`config.mk`:
```
export PLATFORM = sky130hd
export DESIGN_NAME = occ_front
export DESIGN_NICKNAME = d
export VERILOG_FILES = /design/src/rtl/occ_pkg.sv /design/src/rtl/occ_front.sv
export SDC_FILE = /design/constraint.sdc
export NUM_CORES = 1
export LEC_CHECK = 0
export BUFFER_PORTS_ARGS = -buffer_cell sky130_fd_sc_hd__buf_2
export CAP_MARGIN = 20
export CORE_ASPECT_RATIO = 1.75
export CORE_MARGIN = 2
export CORE_UTILIZATION = 52
export CTS_CLUSTER_SIZE = 10
export DETAILED_ROUTE_END_ITERATION = 16
export PLACE_DENSITY = 0.79
export SLEW_MARGIN = 20
export SYNTH_ARGS = -nofsm -noshare
export SYNTH_HDL_FRONTEND = slang
export SYNTH_SLANG_ARGS = --single-unit
```
`constraint.sdc`:
```
create_clock -name i_clk -period 3.6 [get_ports i_clk]
set_input_delay 0.72 -clock i_clk [delete_from_list [all_inputs] [get_ports i_clk]]
set_output_delay 0.72 -clock i_clk [all_outputs]
set_load 0.02 [all_outputs]
```
`src/rtl/occ_pkg.sv`:
```
// ----------------------------------------------------------------------------
// occ_pkg
// Shared types, constants and the arctangent table of the coarse CFO block.
// ----------------------------------------------------------------------------
package occ_pkg;

    localparam int WINDOW_LEN_DEF = 48;
    localparam int CORDIC_STEPS   = 24;
    localparam int DIV_STEPS      = 16;
    localparam int PADDR_W        = 4;

    localparam logic [15:0] THRESH_RST = 16'd58982;
    localparam logic [10:0] LAG_RST    = 11'd16;
    localparam logic [15:0] HOLD_RST   = 16'd320;

    localparam logic [PADDR_W-1:0] ADDR_THRESH = 4'd0;
    localparam logic [PADDR_W-1:0] ADDR_LAG    = 4'd4;
    localparam logic [PADDR_W-1:0] ADDR_HOLD   = 4'd8;

    // round(2^30 / CORDIC gain)
    localparam logic signed [30:0] GAIN_INV = 31'sd652032874;

    typedef struct packed {
        logic signed [15:0] mr;
        logic signed [15:0] mi;
        logic signed [15:0] lr;
        logic signed [15:0] li;
    } t_pair;

    typedef struct packed {
        logic [15:0] thresh;
        logic [10:0] lag;
        logic [15:0] hold;
    } t_cfg;

    typedef enum logic [4:0] {
        S_IDLE,
        S_PROD_CUR,
        S_ACC_CUR,
        S_MUL_GO,
        S_MUL_WAIT,
        S_CMP,
        S_VEC_INIT,
        S_VEC,
        S_DIV_INIT,
        S_DIV,
        S_DIV_END,
        S_ROT_INIT,
        S_ROT,
        S_GAIN,
        S_PROD_OLD,
        S_ACC_OLD,
        S_OUT
    } t_state;

    // atan(2^-i) in pi/2^24 units
    function automatic logic [24:0] atan_lut(input logic [4:0] i);
        logic [24:0] v;
        case (i)
            5'd0:    v = 25'd4194304;
            5'd1:    v = 25'd2476042;
            5'd2:    v = 25'd1308273;
            5'd3:    v = 25'd664101;
            5'd4:    v = 25'd333339;
            5'd5:    v = 25'd166832;
            5'd6:    v = 25'd83436;
            5'd7:    v = 25'd41721;
            5'd8:    v = 25'd20861;
            5'd9:    v = 25'd10430;
            5'd10:   v = 25'd5215;
            5'd11:   v = 25'd2608;
            5'd12:   v = 25'd1304;
            5'd13:   v = 25'd652;
            5'd14:   v = 25'd326;
            5'd15:   v = 25'd163;
            5'd16:   v = 25'd81;
            5'd17:   v = 25'd41;
            5'd18:   v = 25'd20;
            5'd19:   v = 25'd10;
            5'd20:   v = 25'd5;
            5'd21:   v = 25'd3;
            5'd22:   v = 25'd1;
            5'd23:   v = 25'd1;
            default: v = 25'd0;
        endcase
        return v;
    endfunction

endpackage

```
`src/rtl/occ_front.sv`:
```
// ----------------------------------------------------------------------------
// occ_front
// Input side: takes sample pairs from the stream into a two-entry queue.
// ----------------------------------------------------------------------------
module occ_front import occ_pkg::*; (
    input  logic  i_clk,
    input  logic  i_rst_n,
    input  logic  i_valid,
    output logic  o_stall,
    input  t_pair i_pair,
    input  logic  i_pop,
    output logic  o_avail,
    output t_pair o_pair
);

    t_pair      r_q [2];
    logic       r_wp;
    logic       r_rp;
    logic [1:0] r_cnt;
    logic       push;
    logic       pop;

    assign o_stall = (r_cnt == 2'd2);
    assign o_avail = (r_cnt != 2'd0);
    assign o_pair  = r_q[r_rp];
    assign push    = i_valid && !o_stall;
    assign pop     = i_pop && o_avail;

    always_ff @(posedge i_clk) begin
        if (!i_rst_n) begin
            r_wp  <= 1'b0;
            r_rp  <= 1'b0;
            r_cnt <= 2'd0;
        end else begin
            if (push) begin
                r_wp <= ~r_wp;
            end
            if (pop) begin
                r_rp <= ~r_rp;
            end
            case ({push, pop})
                2'b10:   r_cnt <= r_cnt + 2'd1;
                2'b01:   r_cnt <= r_cnt - 2'd1;
                default: r_cnt <= r_cnt;
            endcase
        end
    end

    always_ff @(posedge i_clk) begin
        if (push) begin
            r_q[r_wp] <= i_pair;
        end
    end

endmodule

```
Yosys cells after proc, flatten, opt, wreduce, memory -nomap -nowiden
Memories as Yosys holds them, arrays and structs flattened. A register that Yosys moved wholly into a read port is not among the register bits.
Cells that the tools add are included.
- add/subtract/negate cells: 2
- multiply operators: 0
- div/mod/pow operators: 0
- order comparisons: 0
- eq/ne operators: 3
- shifts and indexed selects: 0
- mux-type cells: 5
- bitwise gates (word level): 2
- reductions and logical operators: 5
- operator list (operator ; count):
    == test 2 bit, second input constant ; 2
    two-way mux 1 bit ; 4
    one-hot mux 2 bit (2 select lines) ; 1
    nonzero test 2 bit ; 2
    adder 2 x 1 -> 2 bit, second input constant ; 1
    == test 2 x 1 -> 1 bit, second input constant ; 1
    logical AND 1 bit ; 2
    NOT 1 bit ; 2
    subtractor 2 x 1 -> 2 bit, second input constant ; 1
    logical NOT 1 bit ; 1
- register bits after elaboration: 4
- latch bits: 0
- RAM bits: 128
- memory bits (read-only): 0
- input bits: 68
- output and inout bits: 66
- logic and storage cells: 21
- memories: 1
- memories (name ; depth ; bits a word ; rd ports ; clocked after Yosys merged registers in ; write ports ; RTL line ; text):
    r_q ; 2 ; 64 ; 1 ; 1 ; 1 ; occ_front.sv:16 ; t_pair r_q [2];

Logic depth before layout (Yosys ltp)
Gate-level depths: netlist of run 1.
- word-level depth: 5
- depth in mapped cells: 6
- mapped depth without buffers: 6

Least setup slack after synthesis of run 1
Ideal clock, no wire load.
- path kind: input port to flip-flop
- start point: in i_valid
- end point: mem r_q[0][0] (netlist bit) (enable)
- data arrival time: 2.365 ns
- setup slack: 0.817 ns
- stages on the path: 3
- path buffers: 0
- cells stage by stage: inv_1 > or3_1 > inv_1
- longest elaborated chain between the ends: 3
- ends and longest elaborated chain (what ; RTL line ; text):
    start, declared ; occ_front.sv:8 ; input logic i_valid,
    logical AND 1 bit ; occ_front.sv:26 ; assign push = i_valid && !o_stall;
    two-way mux 1 bit ; occ_front.sv:50 ; if (push) begin
    two-way mux 1 bit (not written as such) ; occ_front.sv:51 ; r_q[r_wp] <= i_pair;
    end, declared ; occ_front.sv:16 ;
No other way between the ends.

==> summary.md, run 1 <==
Across every metal layer, demand over resource in global routing totals 18.1%. The analysis attributes to cell leakage a power of 2.40 nW. The largest net degree at the start of global routing was 37; the post-cts hold buffer count was 0. The count of buffers inserted at the top-level ports was 133. Setup repair after global routing left no endpoint under its margin. IR analysis of the VDD net gives a maximum drop of 0.576 mV. The launching element type of the critical path is a register.

Yosys mapped the design onto 18 distinct sky130hd cell types. Counting every net in the synthesized netlist gives 294. The total overflow left after global routing is 0. For the warning count from the yosys run, the log shows 0.

The last weighted congestion value of the routability-driven placer came out at 0.766. On the worst path, the slowest cell contributes a delay of 770 ps. Detailed routing inserted a total of 2502 vias.

The sequential area share after synthesis was 81.5%; the synthesized area per cell was 21.5 µm². The core region is 9040 µm². The highest-delay cell along the critical path was sky130_fd_sc_hd__dfxtp_2.

The post-route DRC violation count is 0. The global-route wire length before repair was 13600 µm; the iteration-0 DRC count of the detailed router was 90. Clock skew on the completed layout was measured at 9.06 ps.

The minimum period implied by the final worst setup slack was 2750 ps; the total wirelength of the detailed-routed design was 8580 µm. The count of final hold-check violations is 0. The floorplan step set the die width to 76.9 µm. The initial antenna violation count is 2, and the reported max-cap violation count is 0.

Main combinational cell family by area after synthesis: multiplexers. Cells with a size suffix above 1 make up 61.8% of the layout. After technology mapping, the gate count stands at 225. Summing all placed instances gives a cell area of 5680 µm². STA classifies the critical path endpoint as an output pin.

After detailed routing, the number of vias per cell comes to 4.92. The mapped netlist covers 4840 µm². TritonCTS built the clock tree. The number of cells upsized or downsized after cts is 0. Measured along the y axis, the die boundary spans 132 µm.

After clock tree synthesis, the clock-pin slew on the worst setup and hold paths is 50 ps. The estimated wirelength of the detail-placed design was 5710 µm. The logs give 2775 for the via count of the first global-routing pass and 0 for the setup violation total in the final timing report. 134 I/O pins were placed. Minimum setup slack after placement: 1200 ps. The average wire per standard cell is 16.9 µm, and the adder-cell area share of the yosys netlist is 0.259%. Maximum clock insertion buffer count: 2.

The number of setup buffers added after CTS is 0. The final critical path takes up 76.3% of the cycle. The layout overhead on the synthesized area was 30.6%. The clock root buffer is sky130_fd_sc_hd__clkbuf_16.

The total number of H-tree levels was 4; the slew at the pin closest to its max-slew limit was 799 ps. After layout, the design draws a total of 5.15 mW. The critical path in this run is classified as register to output pin. The mux contribution to synthesized area is 14.9%. The run gives 133 as the sink count of the clock tree. The tools report the clock latency on the worst-skew pair as 400 ps. Once the floorplan was initialized, standard cells occupied 53.5% of the core. In this run the power density over the cells is 815 nW/µm². Timing would allow up to 364 MHz. The logs give 0 for the total count of max-transition violations in the final report and 2030 ps for the worst endpoint data arrival time.

The logs give 46 for the number of rows created at floorplan and 46.8% for the max-slew headroom at the worst pin. Of all nets on the critical path, the largest fanout is 36. The number of nets still failing antenna checks after routing was 0; the compound-cell area share of the yosys netlist was 0.672%. The number of buffers created by CTS is 17, and the flip-flop and latch count after synthesis is 133.

Across all setup checks in the final design, the least slack found is 854 ps. The area share of xor/xnor cells in the synthesized design works out to 0.543%. The critical path goes through buf_12, mux2_2, buf_2. The flow ran to the end, and the final reports show no timing, DRC or antenna violations.

The required time of the critical path came out at 2880 ps. Type of the worst min-delay path: register to register. The area fraction in and, or, nand and nor cells after synthesis was 1.16%.

The logs give 6320 µm² for the final non-filler cell area and 0 ps for the accumulated negative setup slack. The die footprint came out at 10100 µm². The pre-antenna-repair detailed-routing pass consisted of 4 iterations.

The final layout contains 443 nets.
cell type report:
type | instances | area, µm²
Sequential cell | 133 | 3950
Fill cell | 614 | 2720
Multi-Input combinational cell | 82 | 850
Timing Repair Buffer | 137 | 721
Clock buffer | 17 | 425
Clock inverter | 15 | 211
Tap cell | 120 | 150
Inverter | 3 | 11.3
Antenna cell | 2 | 5.00
routing by layer:
| metal | GRT usage (%) | vias up | wire length, µm |
|---|---|---|---|
| li1 | - | 1189 | - |
| met1 | 18.5 | 1211 | 3030 |
| met2 | 31.6 | 88 | 4820 |
| met3 | 6.66 | 14 | 460 |
| met4 | 9.39 | 0 | 270 |
| met5 | 0 | - | 0 |
cell usage in the layout, fill, tap and decap left out, drive strengths merged, types with 2 or more instances in the layout:
master	n
or3	2
dfxtp	5
clkinv	7
diode	2
bufinv	5
buf	137
clkinvlp	3
a21boi	2
xnor2	3
o21ai	2
inv	3
nor2b	2
clkbuf	17
edfxtp	128
mux2	64
power by group:
group | internal (mW) | total (mW) | leakage [nW] | switching (mW)
clock network | 1.22 | 1.81 | 0.308 | 0.593
registers | 1.96 | 2.06 | 1.24 | 0.107
logic | 0.537 | 1.27 | 0.850 | 0.738
per-stage QoR:
stage	hold slack, ps	utilization [%]	instances
global placement	470	62.8	475
finish	487	69.9	509
global route	479	69.9	509
floorplan	457	-	225
CTS	486	69.9	507
detailed placement	478	62.8	475
critical path, delay by kind of cell, from the launching register on:
family	cells	cell delay, ps
muxes	1	380
buffers and inverters	2	470
DFF	1	770
synth_stat cells:
cell                       number  share of area, %
sky130_fd_sc_hd__xnor2_1        3              0.54
sky130_fd_sc_hd__nand2_1        1             0.078
sky130_fd_sc_hd__nor2b_1        2              0.26
sky130_fd_sc_hd__and2_1         1              0.13
sky130_fd_sc_hd__and3_1         1              0.13
sky130_fd_sc_hd__buf_2          7              0.72
sky130_fd_sc_hd__a21boi_1       2              0.31
sky130_fd_sc_hd__mux2_2        64                15
sky130_fd_sc_hd__inv_2          1             0.078
sky130_fd_sc_hd__edfxtp_1     128                79
sky130_fd_sc_hd__o21a_1         1              0.16
sky130_fd_sc_hd__ha_1           1              0.26
sky130_fd_sc_hd__inv_1          2              0.16
sky130_fd_sc_hd__or3_1          2              0.26
sky130_fd_sc_hd__o21ai_0        2              0.21
sky130_fd_sc_hd__or2_2          1              0.13
sky130_fd_sc_hd__nand2b_2       1              0.18
sky130_fd_sc_hd__dfxtp_1        5               2.1
registers in the layout, indices dropped and copies added, names as in the netlist, named ones only:
name   count
r_q      128
r_rp       1
r_cnt      2
r_wp       1
cell families (layout without fill, tap and decap cells):
| group | count (synthesis) | count (layout) |
|---|---|---|
| AO/OA/AOI/OAI | 5 | 5 |
| multiplexers | 64 | 64 |
| XOR/XNOR | 3 | 3 |
| adder cells (fa/ha/maj) | 1 | 1 |
| flip-flops | 133 | 133 |
| other | 0 | 2 |
| buffers and inverters | 10 | 172 |
| AND/OR/NAND/NOR | 9 | 9 |
worst paths after layout:
kind / from / end / slack [ps] / cells after the start
worst min register to register: r_wp / r_wp / 490 / 2
worst max register to register: r_cnt[0] / r_q[0][50] / 1500 / 5
worst max-delay path: register / o_pair[20] / 850 / 3
worst min-delay path: r_wp / r_wp / 490 / 2
Power figures use the tool's default switching activity.
==> run 2, diff against run 1 <==
--- a/config.mk
+++ b/config.mk
@@ -9,10 +9,10 @@
 export CAP_MARGIN = 20
 export CORE_ASPECT_RATIO = 1.75
 export CORE_MARGIN = 2
-export CORE_UTILIZATION = 52
+export CORE_UTILIZATION = 47
 export CTS_CLUSTER_SIZE = 10
 export DETAILED_ROUTE_END_ITERATION = 16
-export PLACE_DENSITY = 0.79
+export PLACE_DENSITY = 0.76
 export SLEW_MARGIN = 20
 export SYNTH_ARGS = -nofsm -noshare
 export SYNTH_HDL_FRONTEND = slang
==> constraint.sdc (replaced) <==
create_clock -name i_clk -period 2.3 [get_ports i_clk]
set_input_delay 0.46 -clock i_clk [delete_from_list [all_inputs] [get_ports i_clk]]
set_output_delay 0.46 -clock i_clk [all_outputs]
set_load 0.02 [all_outputs]
==> run 2 against run 1 <==
Die area is 10% higher; largest cell class unchanged; sequential power is 53% higher; largest power group unchanged; sequential cell count stayed put; first-iteration DRC count is 17% higher; critical endpoint is now o_pair[62]; total power is 46% higher; non-clock buffer count is 1 higher.
==> summary.md, run 2 (synthesis results as in run 1) <==
The flow ran to the end, and the final reports show no timing, DRC or antenna violations. The path class of the tightest hold or removal check is input port to register. After layout, the worst path uses 92.6% of the clock period.

The initial antenna violation count was 3; the number of detailed-route iterations in the first pass was 4. Setup repair after global routing left no endpoint under its margin. The total number of H-tree levels is 4, and the worst endpoint data arrival time is 1670 ps.

In this run, the clock network consumes 30.6% of the power. Port buffering added 133 buffers. The iteration-0 DRC count of the detailed router was 105.

In the final layout, the registers with the most flip-flops are r_q: 128 flops, r_cnt: 2 flops. The tools report the required time of the critical path as 1840 ps. The number of nets still failing antenna checks after routing is 0, and the last weighted congestion value of the routability-driven placer is 0.714. Power density over cell area: 1210 nW/µm².

The worst setup path is captured at an output pin. The reported max-cap violation count came out at 0. Remaining global-route overflow: 0.

The max-slew headroom at the worst pin is 70.7%, and the layout overhead on the synthesized area is 28.5%. In this run the standard cell core region covers 10200 µm². The clock-pin slew on the worst setup and hold paths works out to 50 ps. The wire-length estimate of the detail-placed layout is 5830 µm.

After detailed routing, the number of remaining DRC violations is 0. More flip-flops sit in one register than any other, and that register is r_q. After detailed routing, the number of vias per cell comes to 4.93.

The die is 138 µm tall. The worst-case IR drop observed on VDD is 0.688 mV. Entering global routing, the biggest net connects 65 pins. In the final timing run, aggregate negative setup slack is 0 ps. The global-route wire length before repair was 13000 µm; the count of vias placed by the detailed router was 2545.

The switching power total was 2.17 mW. After detailed routing, the average wire length per cell comes to 16.8 µm. The highest-delay cell along the critical path was sky130_fd_sc_hd__mux2_2.

The share of total power in combinational logic was 27.4%. The internal portion of the total power is 5.36 mW. The register with the most flip-flops in the layout has 128 of them.

Grouping stages by cell kind, the critical path spends the most delay in buffers and inverters. The run gives 47.5% as the starting utilization of the core area. The run gives 0 as the count of final hold-check violations. The largest single stage delay on the critical path is 400 ps. Across every metal layer, demand over resource in global routing totals 16.4%. The die covers 11200 µm². The tools report the number of cells upsized or downsized after cts as 0. The clock root buffer is sky130_fd_sc_hd__clkbuf_16. The total count of max-transition violations in the final report came out at 0.

The critical path in this run is classified as register to output pin. Timing would allow up to 469 MHz. Of all nets on the critical path, the largest fanout is 33. The floorplan has 49 rows.

Leaving out fill and tap cells, the most frequent cells in the layout are sky130_fd_sc_hd__buf_2, sky130_fd_sc_hd__edfxtp_1, sky130_fd_sc_hd__mux2_2. The worst setup path is launched from a register. For the via count of the first global-routing pass, the log shows 2748. Buffers added to address setup during post-CTS repair amount to 0.

The horizontal die dimension was 80.7 µm; the share of layout cells above drive strength 1 was 59.9%. Summed over all cells, the static leakage comes to 2.34 nW. In this run the count of I/O pins placed on the die edge is 134. On the final layout, the worst clock skew is 8.35 ps. Setup violations remaining at the end of the flow were counted as 0. The logs give 133 for the sink count of the clock tree and 42.0% for the sequential fraction of design power.

TritonCTS built the clock tree. The count of filler cells inserted in the layout is 786. The post-cts hold buffer count is 0. The minimum period implied by the final worst setup slack is 2130 ps. The logs give 2 for the maximum clock insertion buffer count and 8650 µm for the total wirelength of the detailed-routed design.

Of the total power, the share spent switching nets is 28.8%. Together, buffers and inverters on the worst path number 2. At the end of the flow, the number of nets in the layout was 444.

After layout, the design draws a total of 7.53 mW. Clock latency on the worst-skew pair, taken at its later pin, is 400 ps. The slew at the pin closest to its max-slew limit is 440 ps. The signal on the critical path passes through buf_4, mux2_2, buf_2. The tools report the number of buffers created by CTS as 17. The most common cell after layout, fill and taps aside is sky130_fd_sc_hd__buf_2.
-- run 2: cell types whose count changed in the layout (fill, tap and decap cells not counted), sizes merged --
| cell | delta |
|---|---|
| clkbuf | +10 |
| clkinv | -5 |
| bufinv | -5 |
| buf | +1 |
| inv | -1 |
-- run 2: power groups by stage --
| stage | combinational, mW | clock (mW) | sequential (mW) |
|---|---|---|---|
| after global routing | 2.20 | 2.47 | 3.19 |
| after global placement | 2.07 | 0 | 3.18 |
| after CTS | 2.11 | 2.37 | 3.16 |
| after detailed placement | 2.10 | 0 | 3.21 |
| final | 2.06 | 2.31 | 3.16 |
| after floorplan | 1.45 | 0 | 3.18 |
-- run 2: stage by stage --
stage	cells	hold WS, ps	utilization [%]	worst slack (ps)	instance area [µm²]
finish	516	244	61.1	169	6220
global route	514	228	61.1	85.7	6210
detailed placement	483	477	56.0	546	5700
global placement	483	473	56.0	566	5700
floorplan	225	457	-	179	4840
CTS	514	224	61.1	121	6210
-- run 2: layer usage --
metal	track usage [%]	up-vias	part of all wire (%)
met5	0	-	0.13
met4	9.37	2	2.0
met3	5.87	16	5.1
met2	31.0	82	59
met1	13.8	1255	33
li1	-	1190	-
-- run 2: path summary, 6_finish.rpt --
| check | slack [ps] | cells past startpoint | start | to |
|---|---|---|---|---|
| worst max-delay path | 170 | 3 | register | o_pair[62] |
| worst max register to register | 550 | 5 | r_cnt[0] | r_q[0][50] |
| worst min register to register | 500 | 2 | r_wp | r_wp |
| worst min-delay path | 240 | 1 | i_pair[16] | r_q[1][16] |
-- run 2: area by class of cell --
| type | count | area [µm²] | share of cell area, % |
|---|---|---|---|
| Clock inverter | 4 | 25.0 | 0.402 |
| Timing Repair Buffer | 138 | 728 | 11.7 |
| Inverter | 3 | 15.0 | 0.241 |
| Tap cell | 127 | 159 | 2.55 |
| Clock buffer | 27 | 493 | 7.93 |
| Multi-Input combinational cell | 82 | 850 | 13.7 |
| Antenna cell | 2 | 5.00 | 0.0805 |
| Sequential cell | 133 | 3950 | 63.4 |
